**src/rtl/assert_macros.svh**
```systemverilog
// Assertion macros shared by the RTL modules of the wavelength estimator.
// No dependencies; included by modules that carry concurrent assertions.
`ifndef ASSERT_MACROS_SVH
`define ASSERT_MACROS_SVH

// Checked at every rising edge while reset is released.
`define PWE_ASSERT(lbl, clk, rstn, prop, msg) \
    lbl: assert property (@(posedge clk) disable iff (!(rstn)) (prop)) else $error(msg);

// Checked at every rising edge, also during reset.
`define PWE_ASSERT_ALWAYS(lbl, clk, prop, msg) \
    lbl: assert property (@(posedge clk) (prop)) else $error(msg);

`endif

```
**src/rtl/pwe_pkg.sv**
```systemverilog
// Shared types and constants of the profile wavelength estimator.
// No dependencies; used by pwe_div, pwe_track and the top level.
package pwe_pkg;

    localparam int X_W       = 32;
    localparam int DEN_W     = 32;
    localparam int QUO_W     = 34;
    localparam int DVD_W     = DEN_W + QUO_W;
    localparam int DIV_STEPS = QUO_W;
    localparam int DIV_CNT_W = $clog2(DIV_STEPS);
    localparam int PEAK_W    = 8;
    localparam int CROSS_W   = 9;
    localparam int WL_W      = 31;
    localparam int METH_W    = 2;
    localparam int REG_IDX_W = 2;

    localparam logic [METH_W-1:0] METHOD_NONE    = 2'd0;
    localparam logic [METH_W-1:0] METHOD_SPACING = 2'd1;
    localparam logic [METH_W-1:0] METHOD_PEAKS   = 2'd2;

    localparam logic [REG_IDX_W-1:0] REG_MEAN      = 2'd0;
    localparam logic [REG_IDX_W-1:0] REG_THRESHOLD = 2'd1;
    localparam logic [REG_IDX_W-1:0] REG_DOMAIN    = 2'd2;
    localparam logic [REG_IDX_W-1:0] REG_VALID     = 2'd3;

    localparam logic [X_W-1:0]  MEAN_RESET      = 32'd0;
    localparam logic [WL_W-1:0] THRESHOLD_RESET = 31'd328;
    localparam logic [WL_W-1:0] DOMAIN_RESET    = 31'd65536;

    typedef struct packed {
        logic busy;
        logic done;
    } div_stat_t;

    typedef struct packed {
        logic take;
        logic cross_wr;
        logic clear;
    } trk_ctrl_t;

    typedef struct packed {
        logic               crossing;
        logic               dx_neg;
        logic [DEN_W-1:0]   mag_y1;
        logic [DEN_W-1:0]   mag_dx;
        logic [DEN_W-1:0]   den;
        logic [X_W-1:0]     prev_x;
        logic               full;
        logic               ge4;
        logic [PEAK_W-1:0]  peaks;
        logic [CROSS_W-1:0] crossings;
        logic [DEN_W-1:0]   span;
        logic               span_pos;
    } trk_stat_t;

endpackage

```
**src/rtl/profile_wavelength_estimator_top.sv**
```systemverilog
// Profile wavelength estimator, top level: APB registers, sequencer, output register;
// depends on pwe_pkg, pwe_track, pwe_div and assert_macros.svh. Samples (x, y) stream in
// and on the sample marked tlast one result leaves with the wavelength, the peak and
// crossing counts and the method used. A sample with a mean-level crossing passes through
// the multiply state for the 32x32 product of the interpolation and then a run of the
// one-bit-per-cycle divider, plus load and write-back. The last sample adds up to two
// more divider runs for the final wavelength, plus a state that chooses the method and a
// state that hands the result to the output register, where it waits while an earlier
// result is still held.
`include "assert_macros.svh"

module profile_wavelength_estimator_top #(
    parameter int MAX_SAMPLES = 256
) (
    input  logic        aclk,
    input  logic        aresetn,
    // s_axis_tdata: sample_x [31:0], sample_y [63:32]
    input  logic        s_axis_tvalid,
    output logic        s_axis_tready,
    input  logic [63:0] s_axis_tdata,
    input  logic        s_axis_tlast,
    // m_axis_tdata: wavelength [30:0], peak_count [38:31], crossing_count [47:39]
    output logic        m_axis_tvalid,
    input  logic        m_axis_tready,
    output logic [47:0] m_axis_tdata,
    // m_axis_tuser: method_used [1:0]
    output logic [1:0]  m_axis_tuser,
    input  logic        psel,
    input  logic        penable,
    input  logic        pwrite,
    input  logic [3:0]  paddr,
    input  logic [31:0] pwdata,
    output logic [31:0] prdata,
    output logic        pready
);

    localparam logic [2:0] ST_IDLE   = 3'd0;
    localparam logic [2:0] ST_MUL    = 3'd1;
    localparam logic [2:0] ST_XDIV   = 3'd2;
    localparam logic [2:0] ST_FINISH = 3'd3;
    localparam logic [2:0] ST_W1DIV  = 3'd4;
    localparam logic [2:0] ST_W2DIV  = 3'd5;
    localparam logic [2:0] ST_OUT    = 3'd6;

    logic [2:0] state_reg;
    logic [2:0] state_next;

    logic [pwe_pkg::X_W-1:0]  mean_reg;
    logic [pwe_pkg::WL_W-1:0] thr_reg;
    logic [pwe_pkg::WL_W-1:0] dom_reg;
    logic                     valid_reg;

    logic [pwe_pkg::DEN_W-1:0] a_reg;
    logic [pwe_pkg::DEN_W-1:0] b_reg;
    logic [pwe_pkg::DEN_W-1:0] den_reg;
    logic                      neg_reg;
    logic [pwe_pkg::X_W-1:0]   base_x_reg;
    logic                      last_reg;

    logic [pwe_pkg::WL_W-1:0]   res_wl_reg;
    logic [pwe_pkg::METH_W-1:0] res_meth_reg;

    logic                        m_valid_reg;
    logic [pwe_pkg::WL_W-1:0]    m_wl_reg;
    logic [pwe_pkg::PEAK_W-1:0]  m_peaks_reg;
    logic [pwe_pkg::CROSS_W-1:0] m_cross_reg;
    logic [pwe_pkg::METH_W-1:0]  m_meth_reg;

    pwe_pkg::trk_ctrl_t trk_ctrl;
    pwe_pkg::trk_stat_t trk_stat;
    pwe_pkg::div_stat_t div_stat;

    logic                      div_start;
    logic [pwe_pkg::DVD_W-1:0] div_dvd;
    logic [pwe_pkg::DEN_W-1:0] div_den;
    logic [pwe_pkg::QUO_W-1:0] div_quo;

    logic [2*pwe_pkg::DEN_W-1:0] prod;
    logic [pwe_pkg::X_W-1:0]     cross_x;
    logic [pwe_pkg::WL_W-1:0]    w1_sat;
    logic                        s_take;
    logic                        take_ok;
    logic                        cfg_wr;
    logic                        out_free;
    logic                        use_spacing;
    logic                        out_stall;
    logic                        spacing_bad;

    assign pready = 1'b1;
    assign cfg_wr = psel && penable && pwrite && pready;

    always_ff @(posedge aclk) begin
        if (!aresetn) begin
            mean_reg  <= pwe_pkg::MEAN_RESET;
            thr_reg   <= pwe_pkg::THRESHOLD_RESET;
            dom_reg   <= pwe_pkg::DOMAIN_RESET;
            valid_reg <= 1'b1;
        end else if (cfg_wr) begin
            case (paddr[3:2])
                pwe_pkg::REG_MEAN:      mean_reg  <= pwdata;
                pwe_pkg::REG_THRESHOLD: thr_reg   <= pwdata[pwe_pkg::WL_W-1:0];
                pwe_pkg::REG_DOMAIN:    dom_reg   <= pwdata[pwe_pkg::WL_W-1:0];
                pwe_pkg::REG_VALID:     valid_reg <= pwdata[0];
                default:                mean_reg  <= mean_reg;
            endcase
        end
    end

    always_comb begin
        case (paddr[3:2])
            pwe_pkg::REG_MEAN:      prdata = mean_reg;
            pwe_pkg::REG_THRESHOLD: prdata = {1'b0, thr_reg};
            pwe_pkg::REG_DOMAIN:    prdata = {1'b0, dom_reg};
            pwe_pkg::REG_VALID:     prdata = {31'd0, valid_reg};
            default:                prdata = '0;
        endcase
    end

    assign s_axis_tready = state_reg == ST_IDLE;
    assign s_take        = s_axis_tvalid && s_axis_tready;
    assign take_ok       = s_take && !trk_stat.full;
    assign out_free      = !m_valid_reg || m_axis_tready;

    assign use_spacing = trk_stat.ge4 && (trk_stat.crossings >= pwe_pkg::CROSS_W'(2))
                       && (trk_stat.peaks != '0) && trk_stat.span_pos;

    assign prod    = a_reg * b_reg;
    assign cross_x = neg_reg ? (base_x_reg - div_quo[pwe_pkg::X_W-1:0])
                             : (base_x_reg + div_quo[pwe_pkg::X_W-1:0]);
    assign w1_sat  = (div_quo[pwe_pkg::QUO_W-1:pwe_pkg::WL_W] != '0) ? '1
                                                                      : div_quo[pwe_pkg::WL_W-1:0];

    always_comb begin
        div_start = 1'b0;
        div_dvd   = {{(pwe_pkg::DVD_W - pwe_pkg::WL_W){1'b0}}, dom_reg};
        div_den   = {{(pwe_pkg::DEN_W - pwe_pkg::PEAK_W){1'b0}}, trk_stat.peaks};
        case (state_reg)
            ST_MUL: begin
                div_start = 1'b1;
                div_dvd   = {{(pwe_pkg::DVD_W - 2*pwe_pkg::DEN_W){1'b0}}, prod};
                div_den   = den_reg;
            end
            ST_FINISH: begin
                if (valid_reg && use_spacing) begin
                    div_start = 1'b1;
                    div_dvd   = {{(pwe_pkg::DVD_W - pwe_pkg::DEN_W - 1){1'b0}},
                                 trk_stat.span, 1'b0};
                    div_den   = {{(pwe_pkg::DEN_W - pwe_pkg::CROSS_W){1'b0}},
                                 trk_stat.crossings - pwe_pkg::CROSS_W'(1)};
                end else if (valid_reg && (trk_stat.peaks != '0)) begin
                    div_start = 1'b1;
                end
            end
            ST_W1DIV: begin
                if (div_stat.done && (w1_sat == '0)) begin
                    div_start = 1'b1;
                end
            end
            default: begin
                div_start = 1'b0;
            end
        endcase
    end

    always_comb begin
        trk_ctrl.take     = take_ok;
        trk_ctrl.cross_wr = (state_reg == ST_XDIV) && div_stat.done;
        trk_ctrl.clear    = (state_reg == ST_OUT) && out_free;
    end

    always_comb begin
        state_next = state_reg;
        case (state_reg)
            ST_IDLE: begin
                if (take_ok && trk_stat.crossing) begin
                    state_next = ST_MUL;
                end else if (s_take && s_axis_tlast) begin
                    state_next = ST_FINISH;
                end
            end
            ST_MUL: begin
                state_next = ST_XDIV;
            end
            ST_XDIV: begin
                if (div_stat.done) begin
                    state_next = last_reg ? ST_FINISH : ST_IDLE;
                end
            end
            ST_FINISH: begin
                if (!valid_reg) begin
                    state_next = ST_OUT;
                end else if (use_spacing) begin
                    state_next = ST_W1DIV;
                end else if (trk_stat.peaks != '0) begin
                    state_next = ST_W2DIV;
                end else begin
                    state_next = ST_OUT;
                end
            end
            ST_W1DIV: begin
                if (div_stat.done) begin
                    state_next = (w1_sat == '0) ? ST_W2DIV : ST_OUT;
                end
            end
            ST_W2DIV: begin
                if (div_stat.done) begin
                    state_next = ST_OUT;
                end
            end
            ST_OUT: begin
                if (out_free) begin
                    state_next = ST_IDLE;
                end
            end
            default: begin
                state_next = ST_IDLE;
            end
        endcase
    end

    always_ff @(posedge aclk) begin
        if (!aresetn) begin
            state_reg   <= ST_IDLE;
            m_valid_reg <= 1'b0;
        end else begin
            state_reg <= state_next;
            if ((state_reg == ST_OUT) && out_free) begin
                m_valid_reg <= 1'b1;
            end else if (m_axis_tready) begin
                m_valid_reg <= 1'b0;
            end
        end
    end

    always_ff @(posedge aclk) begin
        if ((state_reg == ST_IDLE) && take_ok && trk_stat.crossing) begin
            a_reg      <= trk_stat.mag_y1;
            b_reg      <= trk_stat.mag_dx;
            den_reg    <= trk_stat.den;
            neg_reg    <= trk_stat.dx_neg;
            base_x_reg <= trk_stat.prev_x;
            last_reg   <= s_axis_tlast;
        end
        case (state_reg)
            ST_FINISH: begin
                res_wl_reg   <= '0;
                res_meth_reg <= pwe_pkg::METHOD_NONE;
            end
            ST_W1DIV: begin
                if (div_stat.done && (w1_sat != '0)) begin
                    res_wl_reg   <= w1_sat;
                    res_meth_reg <= pwe_pkg::METHOD_SPACING;
                end
            end
            ST_W2DIV: begin
                if (div_stat.done && (div_quo[pwe_pkg::WL_W-1:0] != '0)) begin
                    res_wl_reg   <= div_quo[pwe_pkg::WL_W-1:0];
                    res_meth_reg <= pwe_pkg::METHOD_PEAKS;
                end
            end
            default: begin
                res_wl_reg <= res_wl_reg;
            end
        endcase
        if ((state_reg == ST_OUT) && out_free) begin
            m_wl_reg    <= res_wl_reg;
            m_meth_reg  <= res_meth_reg;
            m_peaks_reg <= valid_reg ? trk_stat.peaks : '0;
            m_cross_reg <= valid_reg ? trk_stat.crossings : '0;
        end
    end

    pwe_track #(
        .MAX_SAMPLES (MAX_SAMPLES)
    ) u_track (
        .aclk           (aclk),
        .aresetn        (aresetn),
        .ctrl           (trk_ctrl),
        .sample_x       (s_axis_tdata[31:0]),
        .sample_y       (s_axis_tdata[63:32]),
        .mean_level     (mean_reg),
        .peak_threshold (thr_reg),
        .cross_x        (cross_x),
        .stat           (trk_stat)
    );

    pwe_div u_div (
        .aclk     (aclk),
        .aresetn  (aresetn),
        .start    (div_start),
        .dividend (div_dvd),
        .divisor  (div_den),
        .stat     (div_stat),
        .quotient (div_quo)
    );

    assign m_axis_tvalid = m_valid_reg;
    assign m_axis_tdata  = {m_cross_reg, m_peaks_reg, m_wl_reg};
    assign m_axis_tuser  = m_meth_reg;

    assign out_stall   = (state_reg == ST_OUT) && m_valid_reg && !m_axis_tready;
    assign spacing_bad = m_valid_reg && (m_meth_reg == pwe_pkg::METHOD_SPACING)
                       && (m_cross_reg < pwe_pkg::CROSS_W'(2));

    `PWE_ASSERT(a_start_idle, aclk, aresetn, div_start |-> !div_stat.busy, "divider restarted")
    `PWE_ASSERT(a_out_wait, aclk, aresetn, out_stall |=> state_reg == ST_OUT, "result lost")
    `PWE_ASSERT(a_spacing_cross, aclk, aresetn, !spacing_bad, "spacing with few crossings")

endmodule

```
**src/rtl/pwe_div.sv**
```systemverilog
// Radix-2 restoring divider, one quotient bit per cycle over a shift register.
// Depends on pwe_pkg and assert_macros.svh.
`include "assert_macros.svh"

module pwe_div (
    input  logic                       aclk,
    input  logic                       aresetn,
    input  logic                       start,
    input  logic [pwe_pkg::DVD_W-1:0]  dividend,
    input  logic [pwe_pkg::DEN_W-1:0]  divisor,
    output pwe_pkg::div_stat_t         stat,
    output logic [pwe_pkg::QUO_W-1:0]  quotient
);

    logic [pwe_pkg::DEN_W-1:0]     rem_reg;
    logic [pwe_pkg::DEN_W-1:0]     den_reg;
    logic [pwe_pkg::QUO_W-1:0]     dvd_reg;
    logic [pwe_pkg::DIV_CNT_W-1:0] cnt_reg;
    logic                          busy_reg;
    logic                          done_reg;

    logic [pwe_pkg::DEN_W:0]   trial;
    logic [pwe_pkg::DEN_W:0]   diff;
    logic                      fits;
    logic [pwe_pkg::DEN_W-1:0] rem_next;
    logic                      last_step;

    assign trial     = {rem_reg, dvd_reg[pwe_pkg::QUO_W-1]};
    assign diff      = trial - {1'b0, den_reg};
    assign fits      = trial >= {1'b0, den_reg};
    assign rem_next  = fits ? diff[pwe_pkg::DEN_W-1:0] : trial[pwe_pkg::DEN_W-1:0];
    assign last_step = cnt_reg == pwe_pkg::DIV_CNT_W'(pwe_pkg::DIV_STEPS - 1);

    always_ff @(posedge aclk) begin
        if (!aresetn) begin
            busy_reg <= 1'b0;
            done_reg <= 1'b0;
            cnt_reg  <= '0;
        end else begin
            done_reg <= 1'b0;
            if (start) begin
                busy_reg <= 1'b1;
                cnt_reg  <= '0;
            end else if (busy_reg) begin
                cnt_reg <= cnt_reg + pwe_pkg::DIV_CNT_W'(1);
                if (last_step) begin
                    busy_reg <= 1'b0;
                    done_reg <= 1'b1;
                end
            end
        end
    end

    always_ff @(posedge aclk) begin
        if (start) begin
            rem_reg <= dividend[pwe_pkg::DVD_W-1 -: pwe_pkg::DEN_W];
            dvd_reg <= dividend[pwe_pkg::QUO_W-1:0];
            den_reg <= divisor;
        end else if (busy_reg) begin
            rem_reg <= rem_next;
            dvd_reg <= {dvd_reg[pwe_pkg::QUO_W-2:0], fits};
        end
    end

    assign stat.busy = busy_reg;
    assign stat.done = done_reg;
    assign quotient  = dvd_reg;

    `PWE_ASSERT(a_div_start_busy, aclk, aresetn, start |=> busy_reg, "divider did not start")
    `PWE_ASSERT_ALWAYS(a_div_done_pulse, aclk, done_reg |=> !done_reg, "done held longer than one cycle")

endmodule

```
**src/rtl/pwe_track.sv**
```systemverilog
// Profile state: previous samples, peak and crossing counters, crossing positions.
// Classifies each incoming sample. Depends on pwe_pkg.
module pwe_track #(
    parameter int MAX_SAMPLES = 256
) (
    input  logic                      aclk,
    input  logic                      aresetn,
    input  pwe_pkg::trk_ctrl_t        ctrl,
    input  logic [pwe_pkg::X_W-1:0]   sample_x,
    input  logic [pwe_pkg::X_W-1:0]   sample_y,
    input  logic [pwe_pkg::X_W-1:0]   mean_level,
    input  logic [pwe_pkg::WL_W-1:0]  peak_threshold,
    input  logic [pwe_pkg::X_W-1:0]   cross_x,
    output pwe_pkg::trk_stat_t        stat
);

    localparam int SAMP_W = $clog2(MAX_SAMPLES + 1);

    function automatic logic [pwe_pkg::DEN_W-1:0] mag33(input logic [pwe_pkg::DEN_W:0] v);
        logic [pwe_pkg::DEN_W:0] n;
        n = v[pwe_pkg::DEN_W] ? (~v + 33'd1) : v;
        return n[pwe_pkg::DEN_W-1:0];
    endfunction

    logic [pwe_pkg::X_W-1:0]     prev_y_reg;
    logic [pwe_pkg::X_W-1:0]     older_y_reg;
    logic [pwe_pkg::X_W-1:0]     prev_x_reg;
    logic [SAMP_W-1:0]           samples_reg;
    logic [pwe_pkg::PEAK_W-1:0]  peaks_reg;
    logic [pwe_pkg::CROSS_W-1:0] cross_reg;
    logic [pwe_pkg::X_W-1:0]     first_x_reg;
    logic [pwe_pkg::X_W-1:0]     last_x_reg;

    logic signed [pwe_pkg::X_W:0]   y1;
    logic signed [pwe_pkg::X_W:0]   y2;
    logic signed [pwe_pkg::X_W:0]   dx;
    logic signed [pwe_pkg::X_W:0]   dy;
    logic signed [pwe_pkg::X_W:0]   span;
    logic signed [pwe_pkg::X_W+1:0] level;
    logic signed [pwe_pkg::X_W+1:0] prev_ext;
    logic                           is_peak;
    logic                           is_cross;

    assign y1   = $signed({prev_y_reg[31], prev_y_reg}) - $signed({mean_level[31], mean_level});
    assign y2   = $signed({sample_y[31], sample_y}) - $signed({mean_level[31], mean_level});
    assign dx   = $signed({sample_x[31], sample_x}) - $signed({prev_x_reg[31], prev_x_reg});
    assign dy   = $signed({sample_y[31], sample_y}) - $signed({prev_y_reg[31], prev_y_reg});
    assign span = $signed({last_x_reg[31], last_x_reg}) - $signed({first_x_reg[31], first_x_reg});

    assign level    = $signed({mean_level[31], mean_level[31], mean_level})
                    + $signed({3'b000, peak_threshold});
    assign prev_ext = $signed({prev_y_reg[31], prev_y_reg[31], prev_y_reg});

    assign is_peak = (samples_reg >= SAMP_W'(2))
                   && ($signed(prev_y_reg) > $signed(older_y_reg))
                   && ($signed(prev_y_reg) > $signed(sample_y))
                   && (prev_ext > level);

    assign is_cross = (samples_reg != '0)
                    && (((y1 < 0) && (y2 > 0)) || ((y1 > 0) && (y2 < 0)));

    always_ff @(posedge aclk) begin
        if (!aresetn) begin
            prev_y_reg  <= '0;
            older_y_reg <= '0;
            prev_x_reg  <= '0;
            samples_reg <= '0;
            peaks_reg   <= '0;
            cross_reg   <= '0;
            first_x_reg <= '0;
            last_x_reg  <= '0;
        end else if (ctrl.clear) begin
            prev_y_reg  <= '0;
            older_y_reg <= '0;
            prev_x_reg  <= '0;
            samples_reg <= '0;
            peaks_reg   <= '0;
            cross_reg   <= '0;
            first_x_reg <= '0;
            last_x_reg  <= '0;
        end else begin
            if (ctrl.take) begin
                older_y_reg <= prev_y_reg;
                prev_y_reg  <= sample_y;
                prev_x_reg  <= sample_x;
                samples_reg <= samples_reg + SAMP_W'(1);
                if (is_peak && (peaks_reg != '1)) begin
                    peaks_reg <= peaks_reg + pwe_pkg::PEAK_W'(1);
                end
            end
            if (ctrl.cross_wr) begin
                if (cross_reg == '0) begin
                    first_x_reg <= cross_x;
                end
                last_x_reg <= cross_x;
                if (cross_reg != '1) begin
                    cross_reg <= cross_reg + pwe_pkg::CROSS_W'(1);
                end
            end
        end
    end

    assign stat.crossing  = is_cross;
    assign stat.dx_neg    = dx[pwe_pkg::X_W];
    assign stat.mag_y1    = mag33(y1);
    assign stat.mag_dx    = mag33(dx);
    assign stat.den       = mag33(dy);
    assign stat.prev_x    = prev_x_reg;
    assign stat.full      = samples_reg == SAMP_W'(MAX_SAMPLES);
    assign stat.ge4       = samples_reg >= SAMP_W'(4);
    assign stat.peaks     = peaks_reg;
    assign stat.crossings = cross_reg;
    assign stat.span      = span[pwe_pkg::DEN_W-1:0];
    assign stat.span_pos  = !span[pwe_pkg::X_W] && (span != '0);

endmodule

```
**config.mk**
```make
export PLATFORM = sky130hd
export DESIGN_NAME = profile_wavelength_estimator_top
export DESIGN_NICKNAME = d
export VERILOG_FILES = /design/src/rtl/pwe_pkg.sv /design/src/rtl/profile_wavelength_estimator_top.sv /design/src/rtl/pwe_div.sv /design/src/rtl/pwe_track.sv
export VERILOG_INCLUDE_DIRS = /design/src /design/src/rtl
export SDC_FILE = /design/constraint.sdc
export NUM_CORES = 2
export LEC_CHECK = 0
export CAP_MARGIN = 10
export CORE_UTILIZATION = 40
export CTS_CLUSTER_DIAMETER = 150
export DETAILED_ROUTE_END_ITERATION = 10
export DONT_BUFFER_PORTS = 1
export PLACE_DENSITY = 0.52
export SLEW_MARGIN = 20
export SYNTH_ARGS = -nofsm -noshare
export SYNTH_HDL_FRONTEND = slang
export SYNTH_SLANG_ARGS = --single-unit
```
**constraint.sdc**
```tcl
create_clock -name aclk -period 17 [get_ports aclk]
set_input_delay 0.85 -clock aclk [delete_from_list [all_inputs] [get_ports aclk]]
set_output_delay 0.85 -clock aclk [all_outputs]
set_load 0.1 [all_outputs]
```
==> results.py <==
metrics = {
    "status": {
        "outcome": "complete, no violations",
    },
    "cells_and_area": {
        "seq_area_sq_um": 15200,
        "drive_gt1_share_pct": 3.84,
        "fill_cells": 18500,
        "multi_input_area_sq_um": 53600,
        "largest_reg_flops": 34,
        "post-route-util_pct": 42.9,
        "area_growth_pct": 6.63,
        "finalNetCount": 9911,
    },
    "sta": {
        "max_freq_ghz": 0.108,
        "hold_violations": 0,
        "fin_crit_ns": 9.23,
        "max_slew_margin_pct": 18.2,
        "tightest_slew_ns": 1.22,
        "rsz0062_at_grt": "no",
        "fin_crit_sh_pct": 54.3,
        "finClkSkew_ns": 0.0622,
        "setup_viol": 0,
        "final.setup.tns_ns": 0,
        "slew_viol_final": 0,
    },
    "die": {
        "ios": 193,
        "core_area_sq_um": 185000,
        "die-area_sq_um": 188000,
        "die_w_um": 434,
        "rows": 158,
        "die_y_um": 434,
        "initial_utilization_pct": 40.3,
    },
    "route": {
        "drt.antenna.violating_nets": 0,
        "route.detailed.drc": 0,
        "drt_iter0_drc": 4233,
        "dr.pass1.iters": 5,
        "wire_per_inst_um": 22.3,
        "via_count": 59100,
        "routed_wl_um": 241000,
        "viasPerCell": 5.45,
    },
    "synthesis": {
        "syn_area_sq_um": 74600,
        "yosysSeqAreaShare_pct": 20.4,
        "synth_cells": 8545,
        "yosysMostFrequentCell": "nand2_1",
        "syn_nets": 10200,
        "synth_edf_count": 311,
        "yosysWarnings": 0,
        "synth.avg_cell_area_sq_um": 8.73,
        "synth_top_area_share_pct": 24.3,
        "ys_types": 110,
        "ys.flop_type": "edfxtp_1",
        "synthTopCellsByCount": "nand2_1 (1236), inv_1 (1160), fa_1 (904), and2_1 (623), ha_1 (599)",
        "async_flop_share_pct": 0,
        "synth.top_cells.by_area": "fa_1 (24%), edfxtp_1 (13%), ha_1 (10%), dfxtp_1 (7.9%), nand2_1 (6.2%)",
        "yosysTopAreaCell": "fa_1",
        "ys_seq_elements": 604,
    },
    "min_path": {
        "min_delay_path_depth": 1,
        "holdCritStartpoint": "aresetn",
        "hold_end": "thr_reg[8]$_SDFFE_PN1P_",
        "hp-class": "input pin to flop",
    },
    "clock_tree": {
        "h-tree-depth": 3,
        "cts.sinks": 604,
        "clk_pin_slew_ns": 0.06,
        "cts_buffers": 69,
        "cts_resized": 0,
        "hold_buffers": 0,
        "insertion_delay_ns": 0.70,
        "cts_max_path_buffers": 3,
        "postCtsSetupBuffers": 0,
        "cts_tree": "yes",
        "cts_root_buf": "clkbuf_16",
    },
    "critical_path": {
        "rr_endpoint": "u_div.rem_reg[27]$_DFFE_PP_",
        "arrival_ns": 9.59,
        "critPathKind": "flop to flop",
        "reg2reg_from": "a_reg[20]$_DFFE_PP_",
        "r2r_slack_ns": 7.77,
        "endpoint_kind": "flop",
        "reg2reg_depth": 26,
        "crit_fanout": 24,
        "required_ns": 17.36,
        "startpoint_type": "flop",
    },
    "place": {
        "gp_congestion": 0.933,
        "portBuffers": 0,
        "place_hpwl_um": 191000,
    },
    "job": {
        "drv_cap": 0,
    },
    "global_route": {
        "grt_antenna_before_repair": 11,
        "grt_usage_pct": 25.9,
        "grt_pass1_vias": 60400,
        "grt_max_degree": 105,
        "grt_pass1_wl_um": 373000,
        "grt_overflow": 0,
    },
}
## kinds of logic after synthesis
logic type      count (synthesis)  synth area share (%)
buf+inv                      1582                  8.03
xor+xnor                      380                  4.46
fa+ha+maj                    1503                  34.3
other cells                     1               0.00503
mux                            58                 0.795
compound gates               1598                  13.7
flops                         604                  20.4
simple gates                 2819                  18.3
## worst max path at each step
| stage | startpoint | end | slack (ns) | cells past startpoint |
|---|---|---|---|---|
| 2_1_floorplan | b_reg[2]$_DFFE_PP_ | u_div.rem_reg[26]$_DFFE_PP_ | 9.25 | 27 |
| 3_3_place_gp | b_reg[4]$_DFFE_PP_ | u_div.rem_reg[21]$_DFFE_PP_ | 7.67 | 23 |
| 3_5_place_dp | a_reg[20]$_DFFE_PP_ | u_div.rem_reg[21]$_DFFE_PP_ | 7.78 | 28 |
| 4_1_cts | a_reg[20]$_DFFE_PP_ | u_div.rem_reg[27]$_DFFE_PP_ | 7.71 | 26 |
| 5_1_grt | b_reg[5]$_DFFE_PP_ | u_div.rem_reg[28]$_DFFE_PP_ | 7.31 | 27 |
| 6_report | a_reg[20]$_DFFE_PP_ | u_div.rem_reg[27]$_DFFE_PP_ | 7.77 | 26 |
## per-stage QoR
step                setup slack [ns]  instance area [sq um]  hold slack [ns]  instances
floorplan                       9.25                  74600            0.400       8545
global placement                7.67                  77100            0.402      10700
detailed placement              7.78                  77100            0.405      10700
CTS                             7.71                  79500            0.177      10800
global route                    7.31                  79500            0.226      10800
finish                          7.77                  79500            0.243      10800
## area by class of cell
type,instances,share of cell area (%)
timing repair buffer,106,1.05
clock inverter,33,0.631
tap,2480,3.90
antenna,6,0.0189
inverter,1160,5.48
multi-input combinational,6359,67.4
sequential,604,19.1
clock buffer,93,2.36
## cell usage in the layout (no fill, tap or decap), drive strengths merged, types with 50 or more instances in the layout
cell type,netlist,routed
o21a,53,53
nand4,69,69
nor2,342,342
nand2,1236,1236
mux2i,57,57
buf,33,106
nand2b,50,50
nand3,110,110
edfxtp,311,311
nor2b,50,50
a21o,184,184
a21boi,110,110
a21oi,532,532
dfxtp,293,293
fa,904,904
o21ai,281,281
xnor2,247,247
and2,630,630
and3,67,67
nor3,98,98
xor2,133,133
inv,1160,1161
clkbuf,389,93
ha,599,599
## routing by layer
metal / track usage (%) / up-vias / wire length, um
li1: - / 27600 / -
met1: 35.6 / 29800 / 109000
met2: 41.9 / 1552 / 110000
met3: 3.97 / 254 / 15200
met4: 8.06 / 0 / 7410
met5: 0 / - / 0
## worst max-delay path: stages (launching register included)
cell and delay (ns):
edfxtp_1 0.83, buf_4 0.43, nand2_1 0.12, fa_1 0.52, inv_1 0.05, fa_1 0.48, inv_1 0.06, fa_1 0.53
inv_1 0.05, fa_1 0.49, inv_1 0.05, fa_1 0.56, fa_1 0.45, fa_1 0.52, fa_1 0.51, inv_1 0.05
ha_1 0.39, and3_1 0.23, and3_1 0.21, nand2_1 0.10, o31ai_1 0.24, a21oi_1 0.16, o41ai_1 0.79, a21oi_1 0.29
o41ai_1 0.43, xnor2_1 0.23, o22ai_1 0.15
Power is left out: the tool's default activity adds up to more than one toggle a clock period on the data nets, which glitch-free logic cannot reach.
